--- config.mk ---
export PLATFORM = sky130hd
export DESIGN_NAME = vcs_ctrl
export DESIGN_NICKNAME = d
export VERILOG_FILES = /design/src/vcs_pkg.sv /design/src/vcs_ctrl.sv
export SDC_FILE = /design/constraint.sdc
export NUM_CORES = 1
export LEC_CHECK = 0
export BUFFER_PORTS_ARGS = -buffer_cell sky130_fd_sc_hd__buf_2
export CELL_PAD_IN_SITES_DETAIL_PLACEMENT = 1
export CELL_PAD_IN_SITES_GLOBAL_PLACEMENT = 2
export CORE_MARGIN = 2
export CORE_UTILIZATION = 22
export CTS_CLUSTER_DIAMETER = 80
export DETAILED_ROUTE_END_ITERATION = 10
export PLACE_DENSITY_LB_ADDON = 0.25
export SKIP_CTS_REPAIR_TIMING = 1
export SYNTH_ARGS = -nofsm -noshare
export SYNTH_HDL_FRONTEND = slang
export SYNTH_SLANG_ARGS = --single-unit
--- constraint.sdc ---
create_clock -name clk -period 1.4 [get_ports clk]
set_input_delay 0.07 -clock clk [delete_from_list [all_inputs] [get_ports clk]]
set_output_delay 0.07 -clock clk [all_outputs]
set_load 0.02 [all_outputs]
--- src/vcs_pkg.sv ---
// Shared types, widths and codes for the velocity command smoother.
// No dependencies; every other file of the block imports this package.
`default_nettype none

package vcs_pkg;

	localparam int VEL_WIDTH = 24;
	localparam int AGE_WIDTH = 16;

	localparam int ALPHA_W = 17;
	localparam int SCALE_W = 16;
	localparam int TMO_W   = 16;
	localparam int DB_W    = 16;

	localparam int ALPHA_FRAC = 16;
	localparam int SCALE_FRAC = 12;

	// compare widths wide enough for both sides
	localparam int MAG_W = (VEL_WIDTH > DB_W) ? VEL_WIDTH : DB_W;
	localparam int AGEC_W = (AGE_WIDTH > TMO_W) ? AGE_WIDTH : TMO_W;

	// shared multiplier: (VEL_WIDTH+1) x (ALPHA_W+1), both signed
	localparam int MUL_A_W = VEL_WIDTH + 1;
	localparam int MUL_B_W = ALPHA_W + 1;
	localparam int PROD_W  = MUL_A_W + MUL_B_W;

	localparam int CFG_ADDR_W = 3;
	localparam int CFG_DATA_W = ALPHA_W;

	localparam logic [CFG_ADDR_W-1:0] REG_ALPHA_LIN = 3'd0;
	localparam logic [CFG_ADDR_W-1:0] REG_ALPHA_ANG = 3'd1;
	localparam logic [CFG_ADDR_W-1:0] REG_ANG_SCALE = 3'd2;
	localparam logic [CFG_ADDR_W-1:0] REG_TIMEOUT   = 3'd3;
	localparam logic [CFG_ADDR_W-1:0] REG_DEADBAND  = 3'd4;

	localparam logic [ALPHA_W-1:0] ALPHA_LIN_RST = 17'd19661;
	localparam logic [ALPHA_W-1:0] ALPHA_ANG_RST = 17'd45875;
	localparam logic [ALPHA_W-1:0] ALPHA_ONE     = 17'd65536;
	localparam logic [SCALE_W-1:0] ANG_SCALE_RST = 16'd4096;
	localparam logic [TMO_W-1:0]   TIMEOUT_RST   = 16'd5;
	localparam logic [DB_W-1:0]    DEADBAND_RST  = 16'd7;

	localparam logic [1:0] CMD_VEL  = 2'd0;
	localparam logic [1:0] CMD_TICK = 2'd1;
	localparam logic [1:0] CMD_STOP = 2'd2;

	localparam logic [1:0] KIND_MOVE     = 2'd0;
	localparam logic [1:0] KIND_DEADBAND = 2'd1;
	localparam logic [1:0] KIND_TIMEOUT  = 2'd2;
	localparam logic [1:0] KIND_STOP_ACK = 2'd3;

	localparam logic [1:0] MUL_X     = 2'd0;
	localparam logic [1:0] MUL_Y     = 2'd1;
	localparam logic [1:0] MUL_YAW   = 2'd2;
	localparam logic [1:0] MUL_SCALE = 2'd3;

	typedef struct packed {
		logic [ALPHA_W-1:0] lin_weight;
		logic [ALPHA_W-1:0] yaw_weight;
		logic [SCALE_W-1:0] yaw_gain;
		logic [TMO_W-1:0]   timeout;
		logic [DB_W-1:0]    deadband;
	} vcs_cfg_t;

	// controller -> datapath
	typedef struct packed {
		logic       capture;
		logic       clear;
		logic       prime;
		logic       start_motion;
		logic       age_step;
		logic       mul_en;
		logic [1:0] mul_sel;
		logic       wb_en;
		logic [1:0] wb_sel;
		logic       load_out;
		logic [1:0] out_kind;
	} vcs_cmd_t;

	// datapath -> controller
	typedef struct packed {
		logic [1:0] command;
		logic       stop_zone;
		logic       primed;
		logic       active;
		logic       timeout_hit;
		logic       out_busy;
	} vcs_stat_t;

endpackage

`default_nettype wire

--- src/vcs_ctrl.sv ---
// Controller state machine: decodes each latched command and sequences
// the shared multiplier and the output load. Depends on vcs_pkg.
`default_nettype none

module vcs_ctrl import vcs_pkg::*; (
	input  wire logic      clk,
	input  wire logic      arst_n,
	input  wire logic      in_valid,
	output logic           in_ready,
	input  wire vcs_stat_t stat,
	output vcs_cmd_t       cmd
);

	localparam logic [2:0] S_IDLE = 3'd0;
	localparam logic [2:0] S_DEC  = 3'd1;
	localparam logic [2:0] S_MX   = 3'd2;
	localparam logic [2:0] S_MY   = 3'd3;
	localparam logic [2:0] S_MYAW = 3'd4;
	localparam logic [2:0] S_WYAW = 3'd5;
	localparam logic [2:0] S_MSC  = 3'd6;
	localparam logic [2:0] S_EMIT = 3'd7;

	logic [2:0] state_q, state_d;
	logic [1:0] kind_q, kind_d;

	assign in_ready = (state_q == S_IDLE);

	always_comb begin
		state_d = state_q;
		kind_d  = kind_q;
		cmd     = '0;
		cmd.out_kind = kind_q;
		unique case (state_q)
			S_IDLE: begin
				cmd.capture = in_valid;
				if (in_valid)
					state_d = S_DEC;
			end
			S_DEC: begin
				unique case (stat.command)
					CMD_VEL: begin
						if (stat.stop_zone) begin
							cmd.clear = 1'b1;
							kind_d    = KIND_DEADBAND;
							state_d   = S_EMIT;
						end else if (!stat.primed) begin
							cmd.prime        = 1'b1;
							cmd.start_motion = 1'b1;
							kind_d           = KIND_MOVE;
							state_d          = S_MSC;
						end else begin
							cmd.start_motion = 1'b1;
							kind_d           = KIND_MOVE;
							state_d          = S_MX;
						end
					end
					CMD_TICK: begin
						if (!stat.active) begin
							state_d = S_IDLE;
						end else if (stat.timeout_hit) begin
							cmd.clear = 1'b1;
							kind_d    = KIND_TIMEOUT;
							state_d   = S_EMIT;
						end else begin
							cmd.age_step = 1'b1;
							state_d      = S_IDLE;
						end
					end
					CMD_STOP: begin
						cmd.clear = 1'b1;
						kind_d    = KIND_STOP_ACK;
						state_d   = S_EMIT;
					end
					default: state_d = S_IDLE;
				endcase
			end
			S_MX: begin
				cmd.mul_en  = 1'b1;
				cmd.mul_sel = MUL_X;
				state_d     = S_MY;
			end
			S_MY: begin
				cmd.mul_en  = 1'b1;
				cmd.mul_sel = MUL_Y;
				cmd.wb_en   = 1'b1;
				cmd.wb_sel  = MUL_X;
				state_d     = S_MYAW;
			end
			S_MYAW: begin
				cmd.mul_en  = 1'b1;
				cmd.mul_sel = MUL_YAW;
				cmd.wb_en   = 1'b1;
				cmd.wb_sel  = MUL_Y;
				state_d     = S_WYAW;
			end
			S_WYAW: begin
				cmd.wb_en  = 1'b1;
				cmd.wb_sel = MUL_YAW;
				state_d    = S_MSC;
			end
			S_MSC: begin
				cmd.mul_en  = 1'b1;
				cmd.mul_sel = MUL_SCALE;
				state_d     = S_EMIT;
			end
			S_EMIT: begin
				// hold here while the previous result is still unclaimed
				if (!stat.out_busy) begin
					cmd.load_out = 1'b1;
					state_d      = S_IDLE;
				end
			end
			default: state_d = S_IDLE;
		endcase
	end

	always_ff @(posedge clk or negedge arst_n) begin
		if (!arst_n) begin
			state_q <= S_IDLE;
			kind_q  <= KIND_MOVE;
		end else begin
			state_q <= state_d;
			kind_q  <= kind_d;
		end
	end

endmodule

`default_nettype wire

Word-level counts from Yosys, hierarchy flattened
Cells that the tools add are included.

word-level totals
  output and inout port bits = 15
  register bits after elaboration = 5

operators by class
  multiplexer cells = 28
  reductions and logical operators = 5
  equality and inequality tests = 13

operator list
  operator            number
  $pmux 3 s8          1
  $mux 3              6
  $pmux 3 s3          2
  $eq 3x3->1 const B  4
  $pmux 3 s4          1
  $mux 1              11
  $mux 2              4
  $ne 2x2->1 const B  4
  $eq 3x2->1 const B  2
  $pmux 2 s3          1
  $mux 4              1
  $reduce_and 4->1    1
  $eq 3x1->1 const B  1
  $logic_not 3->1     1
  $pmux 1 s3          1
  $reduce_bool 3->1   1
  $eq 2x1->1 const B  1
  $eq 2x2->1 const B  1
  $logic_not 2->1     1
  $reduce_and 2->1    1

Logic depth before layout (Yosys ltp)
  depth in word-level cells = 4
  mapped depth = 5

Worst setup path before layout
No wires, ideal clock.

  path kind = flip-flop to output port
  from = register state_q[1]
  to = output cmd[11] in the netlist's numbering
  cell stages (with the launch flop) = 6
  path slack = -0.658 ns
  arrival = 1.988 ns
  required time = 1.330 ns
  cell sequence = dfrtp_1 -> buf_6 -> nand2b_4 -> buf_6 -> nor4b_1 -> nor2b_1

RTL lines
  element                 line             text
  from (decl)             vcs_ctrl.sv:23   logic [2:0] state_q, state_d;
  from (signal assigned)  vcs_ctrl.sv:122  state_q <= state_d;
  to (decl)               vcs_ctrl.sv:11   output vcs_cmd_t cmd

==> reports/summary.txt <==
Worst Hold Class -> in2async
Area share of the largest cell type after synthesis -> 24.88%
Residual DRC count -> 0
Crit path time final -> 1.444 ns
Seq/Total Area, Yosys -> 24.88%
Worst Tran Pin Value -> 0.2976 ns
Clk sinks -> 5
Fin util -> 38.26%
Net Count, Synth -> 67
Post-synthesis instance total -> 52
Synthesis Warnings -> 0
CP Cell Sequence -> nand2b_4, nor4b_4, nor2b_4, buf_6
Cell Pwr Density -> 1882 nW/um2
F_max -> 0.6926 GHz
R2R depth -> 4
Setup crit end -> cmd[11]
H-Tree Depth -> 1
Startpoint types -> register
# diodes -> 0
WHS -> 0.1952 ns
Crit-path leading delay family -> simple AND/OR/NAND/NOR gates
Worst skew pair latency -> 0.24 ns
Max Root-Sink Buffers -> 2
Routed Antenna Nets -> 0
Routability cong. -> 0.7037
Critical path's slowest cell -> dfrtp_1
Die X-Extent -> 51.82 um
Critical Path RT -> 1.33 ns
RSZ-0062 raised after global routing -> yes
Avg Cell Area, Syn -> 9.673 um2
Pleak -> 0.3991 nW
Fin. Hold Viols -> 0
Vias in the first global route -> 477
Failing checks -> setup timing
Synth area leaders -> dfrtp_1 25%, ha_1 12%, a2111oi_4 5.5%
Initial antenna violation count -> 0
CP max stage delay -> 0.37 ns
Wire length per cell -> 12.54 um
Initial DRC Count -> 1
Layout net count -> 104
Commonest cells in the netlist -> 5 x dfrtp_1, 5 x ha_1, 4 x nor2_1
Status -> finished, violations left
Gr usage total -> 10.29%
Kind of critical path -> reg2out
IO Count -> 25
Max Clock Skew -> 0.003636 ns
Port buffer count -> 24
Largest net degree at the start of global routing -> 10
Endpoints failing setup -> 3
Synth Flop Type -> dfrtp_1
Placement Rows -> 17
Gr ovfl total -> 0
Post-synth EDFFs -> 0
WP data arrival -> 1.37 ns
Crit path launch -> state_q[1]
Starting density of the core -> 22.96%
Detailed Routing Iterations Pass 1 -> 3
Met3 wire len -> 63 um
Critical path peak fanout -> 5
Area delta synth->final -> 66.67%
First-pass GRT wire length -> 2.063 mm
Relative slew slack -> 80.16%
Synth Cell Area -> 503.0 um2
CTS tree -> yes
CP Depth -> 4
Vias per cell -> 4.509
Die extent in y -> 51.82 um
Bufs and invs on worst path -> 1
Share of cells above drive strength 1 -> 65.91%
WL met1 -> 579 um
Hpwl dp -> 1.075 mm
CORE AREA -> 2191 um2
MaxCap Viol Count -> 0
Via count -> 523
Clock Root Buffer -> clkbuf_4
Uppermost layer routed -> met3
R2r endpoint -> kind_q[0]
Max Slew Vio Count -> 0
Setup crit end kind -> primary output
Routed WL -> 1.455 mm
Library cells used by synthesis -> 30
Post-synthesis register bit count -> 5
Worst-path clk slew -> 0.04 ns
Max VDD drop -> 1.101 mV
Die Footprint -> 2685 um2
Post-synth ARST share -> 100.0%
Area leader, netlist -> dfrtp_1
Final Worst Setup Slack -> -0.04388 ns
Inserted Clock Buffers -> 3
Final period util -> 103.1%
R2R setup slack -> 0 ns
FF-to-FF Start -> state_q[1]
DR WL met2 -> 812 um
[placed cells by master (no fill, tap or decap), types with 2 or more instances in the layout]
| cell type | netlist | layout |
|---|---|---|
| nor2_2 | 0 | 2 |
| clkbuf_4 | 0 | 3 |
| dfrtp_1 | 5 | 4 |
| buf_2 | 1 | 19 |
| buf_4 | 0 | 13 |
| buf_6 | 2 | 3 |
| ha_1 | 5 | 5 |
| mux2_2 | 2 | 2 |
| nand2_1 | 3 | 3 |
| nor3_1 | 3 | 2 |
| mux2_1 | 2 | 2 |
| inv_1 | 3 | 2 |
[where the power goes]
| part | internal, mW | total, mW | switching [mW] | leakage (nW) |
|---|---|---|---|---|
| logic | 0.528 | 1.15 | 0.626 | 0.327 |
| clock network | 0.107 | 0.160 | 0.0531 | 0.0150 |
| registers | 0.218 | 0.263 | 0.0457 | 0.0569 |
| total | 0.853 | 1.58 | 0.725 | 0.399 |
[stage by stage]
| step | std cells | setup WS [ns] | setup TNS, ns | total power [mW] | cell area [um2] |
|---|---|---|---|---|---|
| 2_1_floorplan | 52 | -0.09823 | -0.3178 | 0.9672 | 535.5 |
| 3_3_place_gp | 105 | 0.09892 | 0 | 1.206 | 696.9 |
| 3_5_place_dp | 105 | 0.05935 | 0 | 1.208 | 696.9 |
| 4_1_cts | 109 | -0.1269 | -0.3762 | 1.377 | 723.2 |
| 5_1_grt | 116 | -0.1258 | -0.5538 | 1.697 | 838.3 |
| 6_report | 116 | -0.04388 | -0.08836 | 1.578 | 838.3 |
[layer usage]
| layer | vias up | GRT usage, % |
|---|---|---|
| li1 | 259 | - |
| met1 | 253 | 13.07 |
| met2 | 11 | 16.24 |
| met3 | 0 | 2.299 |
| met4 | 0 | 5.263 |
| met5 | - | 0 |
[worst register-to-register path: cells and delay by family, from the launching register on]
family / cells / cell delay [ns]
flops: 1 / 0.37
mux: 1 / 0.36
compound gates: 1 / 0.23
simple gates: 1 / 0.18
buf+inv: 1 / 0.15
[worst min-delay path by stage]
stage	to	slack [ns]	from
4_1_cts	kind_q[0]	-0.37	arst_n
5_1_grt	state_q[1]	0.19	arst_n
6_report	kind_q[0]	0.20	arst_n
3_3_place_gp	kind_q[0]	-0.11	arst_n
3_5_place_dp	kind_q[0]	-0.11	arst_n
2_1_floorplan	kind_q[0]	-0.23	arst_n
[cell type report]
class	count	area, um2
multi-input combinational	40	400.4
tap	28	35.03
clock buffer	4	26.28
inverter	3	13.76
fill	262	1353
timing repair buffer	36	236.5
sequential	5	126.4
[kinds of logic (layout without fill, tap and decap cells)]
kind of cell             count (synthesis)  after routing  synth area share, %
AND/OR/NAND/NOR                         21             21                24.88
flip-flops                               5              5                24.88
AO/OA/AOI/OAI                           10             10                20.40
buffers and inverters                    7             43                8.456
adder cells (fa/ha/maj)                  5              5                12.44
multiplexers                             4              4                8.955
[state kept, by name, summed over array words and instances, names as in the netlist]
name	count
state_q	3
kind_q	2
No activity file was read; power rests on OpenSTA's default activity.
