### config.mk
export PLATFORM = sky130hd
export DESIGN_NAME = vcs_datapath
export DESIGN_NICKNAME = d
export VERILOG_FILES = /design/src/vcs_pkg.sv /design/src/vcs_datapath.sv
export SDC_FILE = /design/constraint.sdc
export NUM_CORES = 2
export LEC_CHECK = 0
export ABC_CLOCK_PERIOD_IN_PS = 13600
export BUFFER_PORTS_ARGS = -buffer_cell sky130_fd_sc_hd__buf_2
export CAP_MARGIN = 10
export CORE_ASPECT_RATIO = 1.75
export CORE_MARGIN = 4
export CORE_UTILIZATION = 23
export CTS_BUF_LIST = sky130_fd_sc_hd__clkbuf_4 sky130_fd_sc_hd__clkbuf_8
export DETAILED_ROUTE_END_ITERATION = 10
export GPL_TIMING_DRIVEN = 0
export HOLD_SLACK_MARGIN = 0.08
export PLACE_DENSITY_LB_ADDON = 0.12
export RECOVER_POWER = 25
export SYNTH_ARGS = -nofsm -noshare
export SYNTH_HDL_FRONTEND = slang
export SYNTH_SLANG_ARGS = --single-unit
### constraint.sdc
create_clock -name clk -period 13.6 [get_ports clk]
set_input_delay 2.04 -clock clk [delete_from_list [all_inputs] [get_ports clk]]
set_output_delay 2.04 -clock clk [all_outputs]
set_load 0.1 [all_outputs]
### src/vcs_pkg.sv
// Shared types, widths and codes for the velocity command smoother.
// No dependencies; every other file of the block imports this package.
`default_nettype none

package vcs_pkg;

	localparam int VEL_WIDTH = 24;
	localparam int AGE_WIDTH = 16;

	localparam int ALPHA_W = 17;
	localparam int SCALE_W = 16;
	localparam int TMO_W   = 16;
	localparam int DB_W    = 16;

	localparam int ALPHA_FRAC = 16;
	localparam int SCALE_FRAC = 12;

	// compare widths wide enough for both sides
	localparam int MAG_W = (VEL_WIDTH > DB_W) ? VEL_WIDTH : DB_W;
	localparam int AGEC_W = (AGE_WIDTH > TMO_W) ? AGE_WIDTH : TMO_W;

	// shared multiplier: (VEL_WIDTH+1) x (ALPHA_W+1), both signed
	localparam int MUL_A_W = VEL_WIDTH + 1;
	localparam int MUL_B_W = ALPHA_W + 1;
	localparam int PROD_W  = MUL_A_W + MUL_B_W;

	localparam int CFG_ADDR_W = 3;
	localparam int CFG_DATA_W = ALPHA_W;

	localparam logic [CFG_ADDR_W-1:0] REG_ALPHA_LIN = 3'd0;
	localparam logic [CFG_ADDR_W-1:0] REG_ALPHA_ANG = 3'd1;
	localparam logic [CFG_ADDR_W-1:0] REG_ANG_SCALE = 3'd2;
	localparam logic [CFG_ADDR_W-1:0] REG_TIMEOUT   = 3'd3;
	localparam logic [CFG_ADDR_W-1:0] REG_DEADBAND  = 3'd4;

	localparam logic [ALPHA_W-1:0] ALPHA_LIN_RST = 17'd19661;
	localparam logic [ALPHA_W-1:0] ALPHA_ANG_RST = 17'd45875;
	localparam logic [ALPHA_W-1:0] ALPHA_ONE     = 17'd65536;
	localparam logic [SCALE_W-1:0] ANG_SCALE_RST = 16'd4096;
	localparam logic [TMO_W-1:0]   TIMEOUT_RST   = 16'd5;
	localparam logic [DB_W-1:0]    DEADBAND_RST  = 16'd7;

	localparam logic [1:0] CMD_VEL  = 2'd0;
	localparam logic [1:0] CMD_TICK = 2'd1;
	localparam logic [1:0] CMD_STOP = 2'd2;

	localparam logic [1:0] KIND_MOVE     = 2'd0;
	localparam logic [1:0] KIND_DEADBAND = 2'd1;
	localparam logic [1:0] KIND_TIMEOUT  = 2'd2;
	localparam logic [1:0] KIND_STOP_ACK = 2'd3;

	localparam logic [1:0] MUL_X     = 2'd0;
	localparam logic [1:0] MUL_Y     = 2'd1;
	localparam logic [1:0] MUL_YAW   = 2'd2;
	localparam logic [1:0] MUL_SCALE = 2'd3;

	typedef struct packed {
		logic [ALPHA_W-1:0] lin_weight;
		logic [ALPHA_W-1:0] yaw_weight;
		logic [SCALE_W-1:0] yaw_gain;
		logic [TMO_W-1:0]   timeout;
		logic [DB_W-1:0]    deadband;
	} vcs_cfg_t;

	// controller -> datapath
	typedef struct packed {
		logic       capture;
		logic       clear;
		logic       prime;
		logic       start_motion;
		logic       age_step;
		logic       mul_en;
		logic [1:0] mul_sel;
		logic       wb_en;
		logic [1:0] wb_sel;
		logic       load_out;
		logic [1:0] out_kind;
	} vcs_cmd_t;

	// datapath -> controller
	typedef struct packed {
		logic [1:0] command;
		logic       stop_zone;
		logic       primed;
		logic       active;
		logic       timeout_hit;
		logic       out_busy;
	} vcs_stat_t;

endpackage

`default_nettype wire

### src/vcs_datapath.sv
// Datapath: input latch, filter state, watchdog age, shared multiplier
// and output register. Driven by vcs_ctrl commands; depends on vcs_pkg.
`default_nettype none

module vcs_datapath import vcs_pkg::*; (
	input  wire logic                 clk,
	input  wire logic                 arst_n,
	input  wire vcs_cfg_t             regs,
	input  wire vcs_cmd_t             cmd,
	output vcs_stat_t                 stat,
	input  wire logic [1:0]           command,
	input  wire logic [VEL_WIDTH-1:0] vx_in,
	input  wire logic [VEL_WIDTH-1:0] vy_in,
	input  wire logic [VEL_WIDTH-1:0] yaw_in,
	input  wire logic                 out_ready,
	output logic                      out_valid,
	output logic [1:0]                kind,
	output logic [VEL_WIDTH-1:0]      vx_out,
	output logic [VEL_WIDTH-1:0]      vy_out,
	output logic [VEL_WIDTH-1:0]      yaw_out
);

	localparam int VW = VEL_WIDTH;
	localparam int SAT_W = PROD_W - VW + 1;

	logic [1:0]           command_s1;
	logic signed [VW-1:0] vx_s1, vy_s1, yaw_s1;
	logic signed [VW-1:0] fvx_q, fvy_q, fyaw_q;
	logic                 primed_q, active_q;
	logic [AGE_WIDTH-1:0] age_q, age_next;
	logic signed [PROD_W-1:0] prod_q;

	logic                 out_valid_q;
	logic [1:0]           kind_q;
	logic [VW-1:0]        vx_out_q, vy_out_q, yaw_out_q;

	logic [ALPHA_W-1:0]   lin_weight_eff, yaw_weight_eff;
	logic signed [MUL_A_W-1:0] mul_a;
	logic signed [MUL_B_W-1:0] mul_b;
	logic signed [VW-1:0] wb_old;
	logic signed [PROD_W-1:0] ema_sum, scl;
	logic [SAT_W-1:0]     scl_top;
	logic [VW-1:0]        yaw_sat;
	logic [VW-1:0]        mag_x, mag_y, mag_yaw;

	// weights above one act as exactly one
	assign lin_weight_eff = regs.lin_weight[ALPHA_W-1] ? ALPHA_ONE : regs.lin_weight;
	assign yaw_weight_eff = regs.yaw_weight[ALPHA_W-1] ? ALPHA_ONE : regs.yaw_weight;

	// input latch
	always_ff @(posedge clk) begin
		if (cmd.capture) begin
			command_s1 <= command;
			vx_s1      <= vx_in;
			vy_s1      <= vy_in;
			yaw_s1     <= yaw_in;
		end
	end

	// magnitudes; the most negative value wraps to 2^(VW-1), still exact unsigned
	assign mag_x   = vx_s1[VW-1]  ? VW'(-vx_s1)  : vx_s1;
	assign mag_y   = vy_s1[VW-1]  ? VW'(-vy_s1)  : vy_s1;
	assign mag_yaw = yaw_s1[VW-1] ? VW'(-yaw_s1) : yaw_s1;

	assign age_next = (&age_q) ? age_q : age_q + AGE_WIDTH'(1);

	assign stat.command     = command_s1;
	assign stat.stop_zone   = (MAG_W'(mag_x) < MAG_W'(regs.deadband))
		&& (MAG_W'(mag_y) < MAG_W'(regs.deadband))
		&& (MAG_W'(mag_yaw) < MAG_W'(regs.deadband));
	assign stat.primed      = primed_q;
	assign stat.active      = active_q;
	assign stat.timeout_hit = AGEC_W'(age_next) > AGEC_W'(regs.timeout);
	assign stat.out_busy    = out_valid_q && !out_ready;

	// shared multiplier: EMA as old + alpha*(raw-old) >> 16, or yaw gain
	always_comb begin
		case (cmd.mul_sel)
			MUL_X: begin
				mul_a = MUL_A_W'(vx_s1) - MUL_A_W'(fvx_q);
				mul_b = {1'b0, lin_weight_eff};
			end
			MUL_Y: begin
				mul_a = MUL_A_W'(vy_s1) - MUL_A_W'(fvy_q);
				mul_b = {1'b0, lin_weight_eff};
			end
			MUL_YAW: begin
				mul_a = MUL_A_W'(yaw_s1) - MUL_A_W'(fyaw_q);
				mul_b = {1'b0, yaw_weight_eff};
			end
			default: begin
				mul_a = MUL_A_W'(fyaw_q);
				mul_b = {{(MUL_B_W-SCALE_W){1'b0}}, regs.yaw_gain};
			end
		endcase
	end

	always_ff @(posedge clk) begin
		if (cmd.mul_en)
			prod_q <= mul_a * mul_b;
	end

	always_comb begin
		case (cmd.wb_sel)
			MUL_X:   wb_old = fvx_q;
			MUL_Y:   wb_old = fvy_q;
			default: wb_old = fyaw_q;
		endcase
	end

	// result lies between raw and old, so the low bits are the whole value
	assign ema_sum = PROD_W'(wb_old) + (prod_q >>> ALPHA_FRAC);

	assign scl     = prod_q >>> SCALE_FRAC;
	assign scl_top = scl[PROD_W-1:VW-1];
	always_comb begin
		if ((&scl_top) || !(|scl_top))
			yaw_sat = scl[VW-1:0];
		else
			yaw_sat = {scl[PROD_W-1], {(VW-1){~scl[PROD_W-1]}}};
	end

	// filter and motion state
	always_ff @(posedge clk or negedge arst_n) begin
		if (!arst_n) begin
			fvx_q    <= '0;
			fvy_q    <= '0;
			fyaw_q   <= '0;
			primed_q <= 1'b0;
			active_q <= 1'b0;
			age_q    <= '0;
		end else if (cmd.clear) begin
			fvx_q    <= '0;
			fvy_q    <= '0;
			fyaw_q   <= '0;
			primed_q <= 1'b0;
			active_q <= 1'b0;
			age_q    <= '0;
		end else begin
			if (cmd.prime) begin
				fvx_q    <= vx_s1;
				fvy_q    <= vy_s1;
				fyaw_q   <= yaw_s1;
				primed_q <= 1'b1;
			end else if (cmd.wb_en) begin
				case (cmd.wb_sel)
					MUL_X:   fvx_q  <= ema_sum[VW-1:0];
					MUL_Y:   fvy_q  <= ema_sum[VW-1:0];
					default: fyaw_q <= ema_sum[VW-1:0];
				endcase
			end
			if (cmd.start_motion) begin
				active_q <= 1'b1;
				age_q    <= '0;
			end else if (cmd.age_step) begin
				age_q <= age_next;
			end
		end
	end

	// output register
	always_ff @(posedge clk or negedge arst_n) begin
		if (!arst_n)
			out_valid_q <= 1'b0;
		else if (cmd.load_out)
			out_valid_q <= 1'b1;
		else if (out_ready)
			out_valid_q <= 1'b0;
	end

	always_ff @(posedge clk) begin
		if (cmd.load_out) begin
			kind_q <= cmd.out_kind;
			if (cmd.out_kind == KIND_MOVE) begin
				vx_out_q  <= fvx_q;
				vy_out_q  <= fvy_q;
				yaw_out_q <= yaw_sat;
			end else begin
				vx_out_q  <= '0;
				vy_out_q  <= '0;
				yaw_out_q <= '0;
			end
		end
	end

	assign out_valid = out_valid_q;
	assign kind      = kind_q;
	assign vx_out    = vx_out_q;
	assign vy_out    = vy_out_q;
	assign yaw_out   = yaw_out_q;

endmodule

`default_nettype wire

; ---- Word-level counts from Yosys, hierarchy flattened
; Index checks and enable logic that the tools add are counted.
[totals]
in_bits = 173
ff_bits = 282
output_inout_bits = 82
elab_cells = 89
[op_classes]
n_lt_le_gt_ge = 4
n_bitwise = 1
mux = 31
mul = 1
addsub = 8
n_eq_ne = 4
n_reduce_logical = 24
[ops]
columns = op, n
row1 = $mux 24, 16
row2 = $pmux 25 s3, 1
row3 = $sub 24x24->25, 3
row4 = $lt 24x16->1, 3
row5 = $neg 24->24, 3
row6 = $mux 16, 4
row7 = $pmux 24 s2, 1
row8 = $mul 25x18->43, 1
row9 = $mux 17, 2
row10 = $pmux 17 s2, 1
row11 = $add 24x24->24, 1
row12 = $add 16x1->16 const B, 1
row13 = $gt 16x16->1, 1
row14 = $reduce_and 16->1, 1
row15 = $reduce_bool 3->1, 4
row16 = $reduce_and 8->1, 1
row17 = $reduce_or 8->1, 1
row18 = $logic_not 2->1, 3
row19 = $mux 1, 6
row20 = $reduce_and 2->1, 3
row21 = $reduce_bool 2->1, 3
row22 = $eq 2x1->1 const B, 2
row23 = $reduce_or 2->1, 2
row24 = $logic_and 1x1->1, 3
row25 = other kinds (5), 6

; ---- Depth between registers and ports, before layout
[logic_depth]
depth_word = 7
depth_mapped = 34
mapped_depth_nobuf = 33

; ---- Worst setup path before layout
; No wires, ideal clock.
[synth_timing]
path_type = in2reg
from = in cmd[7] (netlist name)
to = reg prod_q[37], data pin
required_ns = 13.335
path_buffers = 4
setup_ns = 0.265
arrival_ns = 9.056
slack_ns = 4.279
stages = 26
path_cell_list = inv_1 clkbuf_1 clkbuf_1 clkbuf_1 nand3_1 o21ai_1 clkbuf_1 nand2_1 fa_1 inv_1 fa_1 fa_1 fa_1 fa_1 inv_1 fa_1 inv_1 ha_1 and4_1 or3b_2 a211oi_1 o21ai_0 a21oi_1 a311oi_1 o21ai_0 xor2_1
[synth_via]
elab_chain_len = 4
word_cells_on_any_way = 7
cone_classes = mul (1) / eq/ne (2) / mux (2) / reduce/logical (2)
[synth_lines]
columns = item, line
row1 = start: declaration, vcs_datapath.sv:9  ; input wire vcs_cmd_t cmd,
row2 = $eq 2x1->1 or $logic_not 2->1 (tied branches), vcs_datapath.sv:78  ; case (cmd.mul_sel)
row3 = $reduce_or 2->1 (no line), -
row4 = $pmux 17 s2, vcs_datapath.sv:78
row5 = $mul 25x18->43 (*), vcs_datapath.sv:100  ; prod_q <= mul_a * mul_b;
row6 = end signal: assignment, vcs_datapath.sv:100
row7 = end: declaration, vcs_datapath.sv:31  ; logic signed [PROD_W-1:0] prod_q;
; Every way passes the cells marked *; elsewhere a longest branch is shown, timed or not.
; A chain may end at the register's enable or synchronous reset.

; ---- Worst setup path after layout
[layout_timing]
from = in cmd[6] (netlist name)
to = reg prod_q[37], data pin
; Same word-level chain as after synthesis.

==> results by group <==
Logic synthesis
  • Seq/Total Area, Yosys: 0.2209
  • Share of flip-flops with an asynchronous set or reset: 0.3370
  • Post-Syn Instances: 3852
  • Mapped Area: 34640 um2
  • Synth warn: 0
  • Yosys reg bits: 270
  • Post-synth EDFFs: 179
  • Largest family of logic cells by synthesized area: adder cells
  • Synth Area in Adders: 0.3358
  • Post-Synth Simple-Gate Area: 0.1544
  • Net Count, Synth: 4704
  • Mux cell area share after synthesis: 0.02257
  • Unique masters post-synth: 79
  • Top_reg_cell synth: edfxtp_1
  • Compound-Gate Fraction of Synth Area: 0.1389
  • Syn Area/Cell: 8.994 um2
  • Synth Area in XOR/XNOR: 0.04020

STA
  • Worst slew pin tran: 4.990 ns
  • Final setup viols: 0
  • Min Tclk post-route: 13.14 ns
  • Fin crit share: 0.9661
  • Max-slew violations: 75
  • FMAX: 76.11 MHz
  • Rel. slew slack: -2.327
  • Worst Skew: 0.05365 ns
  • RSZ-0062 raised after global routing: no
  • Final Hold Vio Count: 0

Routing
  • DR DRC count: 0
  • TritonRoute pass-1 iters: 6
  • Drt wl/cell: 28.66 um
  • DRT iter0 DRCs: 2148
  • Vias: 30.20k
  • Via density: 4.877
  • Post-route ant nets: 0
  • WL final: 177.4 mm

Floorplan
  • Core area: 149800 um2
  • Die W: 301.4 um
  • Die ar.: 157100 um2
  • Num rows: 188
  • I/O pin cnt: 255
  • Die extent in y: 521.4 um
  • Initial Util: 0.2312

Global routing
  • Initial antenna violation count: 8
  • Largest net degree at the start of global routing: 75
  • Global-route wire length before repair: 244.7 mm
  • Vias in the first global route: 32.71k
  • GRT overflow: 0
  • Total GRT Usage: 0.2224

Worst setup path
  • CP Max Fanout: 10
  • Crit path kind: input pin to register
  • Critical Path RT: 13.98 ns
  • Worst-case reg-to-reg path depth: 32
  • CP startpoint: cmd[6]
  • Startpoint types: input pin
  • Worst R2R Setup Slack: 1.34 ns
  • CP Capture Point: prod_q[37]
  • Setup crit end kind: register
  • Crit path arrival time: 13.52 ns
  • Reg-to-Reg End: prod_q[37]
  • Reg2reg start: vx_s1[0]

Status
  • Run status: finished with violations
  • Failing checks: capacitance limit, slew limit

Placement
  • Final RePlAce weighted congestion: 0.9760
  • Placed insts: 6114
  • HPWL Detailed: 151.1 mm
  • PortBufs: 250

CTS
  • Setup Buffers After CTS: 0
  • Post-CTS Resized: 0
  • CTS root buf: clkbuf_8
  • CTS Buf Count: 42
  • CTS tree: done
  • Clock tree buffer depth: 3
  • CTS H-tree lvls: 2
  • Clock sink count: 270
  • Clock Latency Late Sink: 0.67 ns
  • Clk pin slew, worst setup/hold paths: 0.07 ns
  • # hold bufs at CTS: 0

Worst hold path
  • Hold/Removal Path Class: register to register

Cells and area
  • Layout cells sized above 1: 0.08889
  • Fin nets: 5015
  • Non-Filler Instances: 6192
  • Layout area overhead: 13.89%

Run
  • Max-capacitance violation count: 1
[synth_stat cells (16+ instances only)]
cell type	number	area, um2
o21ai_0	151	755.7
nand3_1	83	415.4
or2_2	22	137.6
fa_1	418	8368
nor3_1	69	345.3
edfxtp_1	179	5375
a21o_1	80	600.6
a31oi_1	21	131.4
and3_1	31	193.9
o21a_1	40	300.3
xnor2_1	111	972.2
o21bai_1	18	135.1
nand4_1	32	200.2
nor2_1	315	1182
o31ai_1	68	510.5
ha_1	261	3266
and2_1	60	375.4
a21oi_1	176	880.8
xor2_1	48	420.4
nor2b_1	31	193.9
o41ai_1	16	140.1
dfrtp_1	91	2277
nor4_1	27	168.9
nand2_1	365	1370
a211oi_1	24	180.2
inv_1	646	2425
clkbuf_1	139	521.8
o22ai_1	18	112.6
mux2i_1	44	440.4
nand2b_1	44	275.3
[layer usage]
metal  up-vias  GRT usage  share of wire
met1     15114     0.2141           0.33
met5         -          0       0.000073
li1      13467          -              -
met2      1144     0.4224           0.53
met3       473    0.02291          0.043
met4         2     0.1819           0.10
[state kept, by name, summed over array words and instances (netlist names), 16 cells and up]
register	count
prod_q	31
fvx_q	24
fvy_q	24
fyaw_q	24
vx_out	24
vx_s1	24
vy_out	24
vy_s1	24
yaw_out	24
yaw_s1	24
age_q	16
[per-stage QoR]
stage,setup WS [ns],cell area [um2],utilization,hold WS (ns),setup TNS [ns]
after floorplan,4.279,34640,-,0.4606,0
after global placement,-0.1990,38390,0.2562,0.4893,-0.4554
after detailed placement,-0.1757,38600,0.2576,0.4911,-0.3775
after CTS,0.5269,39510,0.2637,0.5085,0
after global routing,0.2308,39460,0.2633,0.5447,0
final,0.4609,39460,0.2633,0.5104,0
[worst min path at each step]
stage          slack, ns        end  startpoint  depth (start not counted)
2_1_floorplan       0.46   active_q    active_q                          2
4_1_cts             0.51   fvy_q[8]    fvy_q[8]                          2
5_1_grt             0.54   fvy_q[8]    fvy_q[8]                          2
3_5_place_dp        0.49   fvy_q[8]    fvy_q[8]                          2
3_3_place_gp        0.49   fvy_q[8]    fvy_q[8]                          2
6_report            0.51  fvy_q[17]   fvy_q[17]                          2
[worst max-delay path, stage by stage]
cell and delay (ns):
buf_2 0.20, buf_1 0.79, clkbuf_1 0.86, a21oi_1 0.23, o21ai_0 0.80, clkbuf_1 0.78, clkbuf_1 0.73, nand2_1 0.20
fa_1 0.61, inv_1 0.06, fa_1 0.53, fa_1 0.44, fa_1 0.61, fa_1 0.68, inv_1 0.09, fa_1 0.60
inv_1 0.06, ha_1 0.34, and4_1 0.28, or3b_2 0.45, a211oi_1 0.83, o21ai_0 0.24, a21oi_1 0.41, a311oi_1 0.25
o21ai_0 0.29, xor2_1 0.09
[placed cells by master, fill, tap and decap left out, types with 11 or more instances in the layout]
master and count:
nor2b_1 31, nor2_1 315, or3_1 14, clkinv_1 13, edfxtp_1 179, xor2_1 48
ha_1 261, o21bai_1 18, nor3b_1 15, xnor2_1 111, nor4_1 27, o21a_1 40
buf_2 236, o41ai_1 16, and3_1 31, or2_2 22, nand2_1 365, nand4_1 32
clkbuf_8 42, buf_1 15, o21ai_0 142, a22oi_1 11, a21o_1 80, inv_1 646
o22ai_1 18, dfrtp_1 91, mux2i_1 44, a31oi_1 21, nand3_1 83, o31ai_1 68
a211oi_1 22, clkbuf_1 157, nor3_1 69, and2_1 59, fa_1 418, a21oi_1 176
mux4_2 11, nand2b_1 44, o21ai_1 18
[cell families (layout without fill, tap and decap cells)]
family,count (synthesis),after routing
simple gates,1141,1141
buf+inv,803,1147
compound gates,737,737
fa+ha+maj,679,679
flops,270,270
xor+xnor,159,159
mux,63,63
other cells,0,1
[final cells by class]
| class | count | area, um2 |
|---|---|---|
| Inverter | 647 | 2429 |
| Timing Repair Buffer | 267 | 1398 |
| Antenna cell | 1 | 2.502 |
| Fill cell | 16478 | 110400 |
| Multi-Input combinational cell | 2779 | 23980 |
| Clock buffer | 46 | 608.1 |
| Tap cell | 1995 | 2496 |
| Sequential cell | 270 | 7652 |
| Buffer | 156 | 593.1 |
| Clock inverter | 31 | 299.0 |
Power is not shown: default switching activity piles up to over one toggle a cycle in this logic, so the estimate is an artifact.
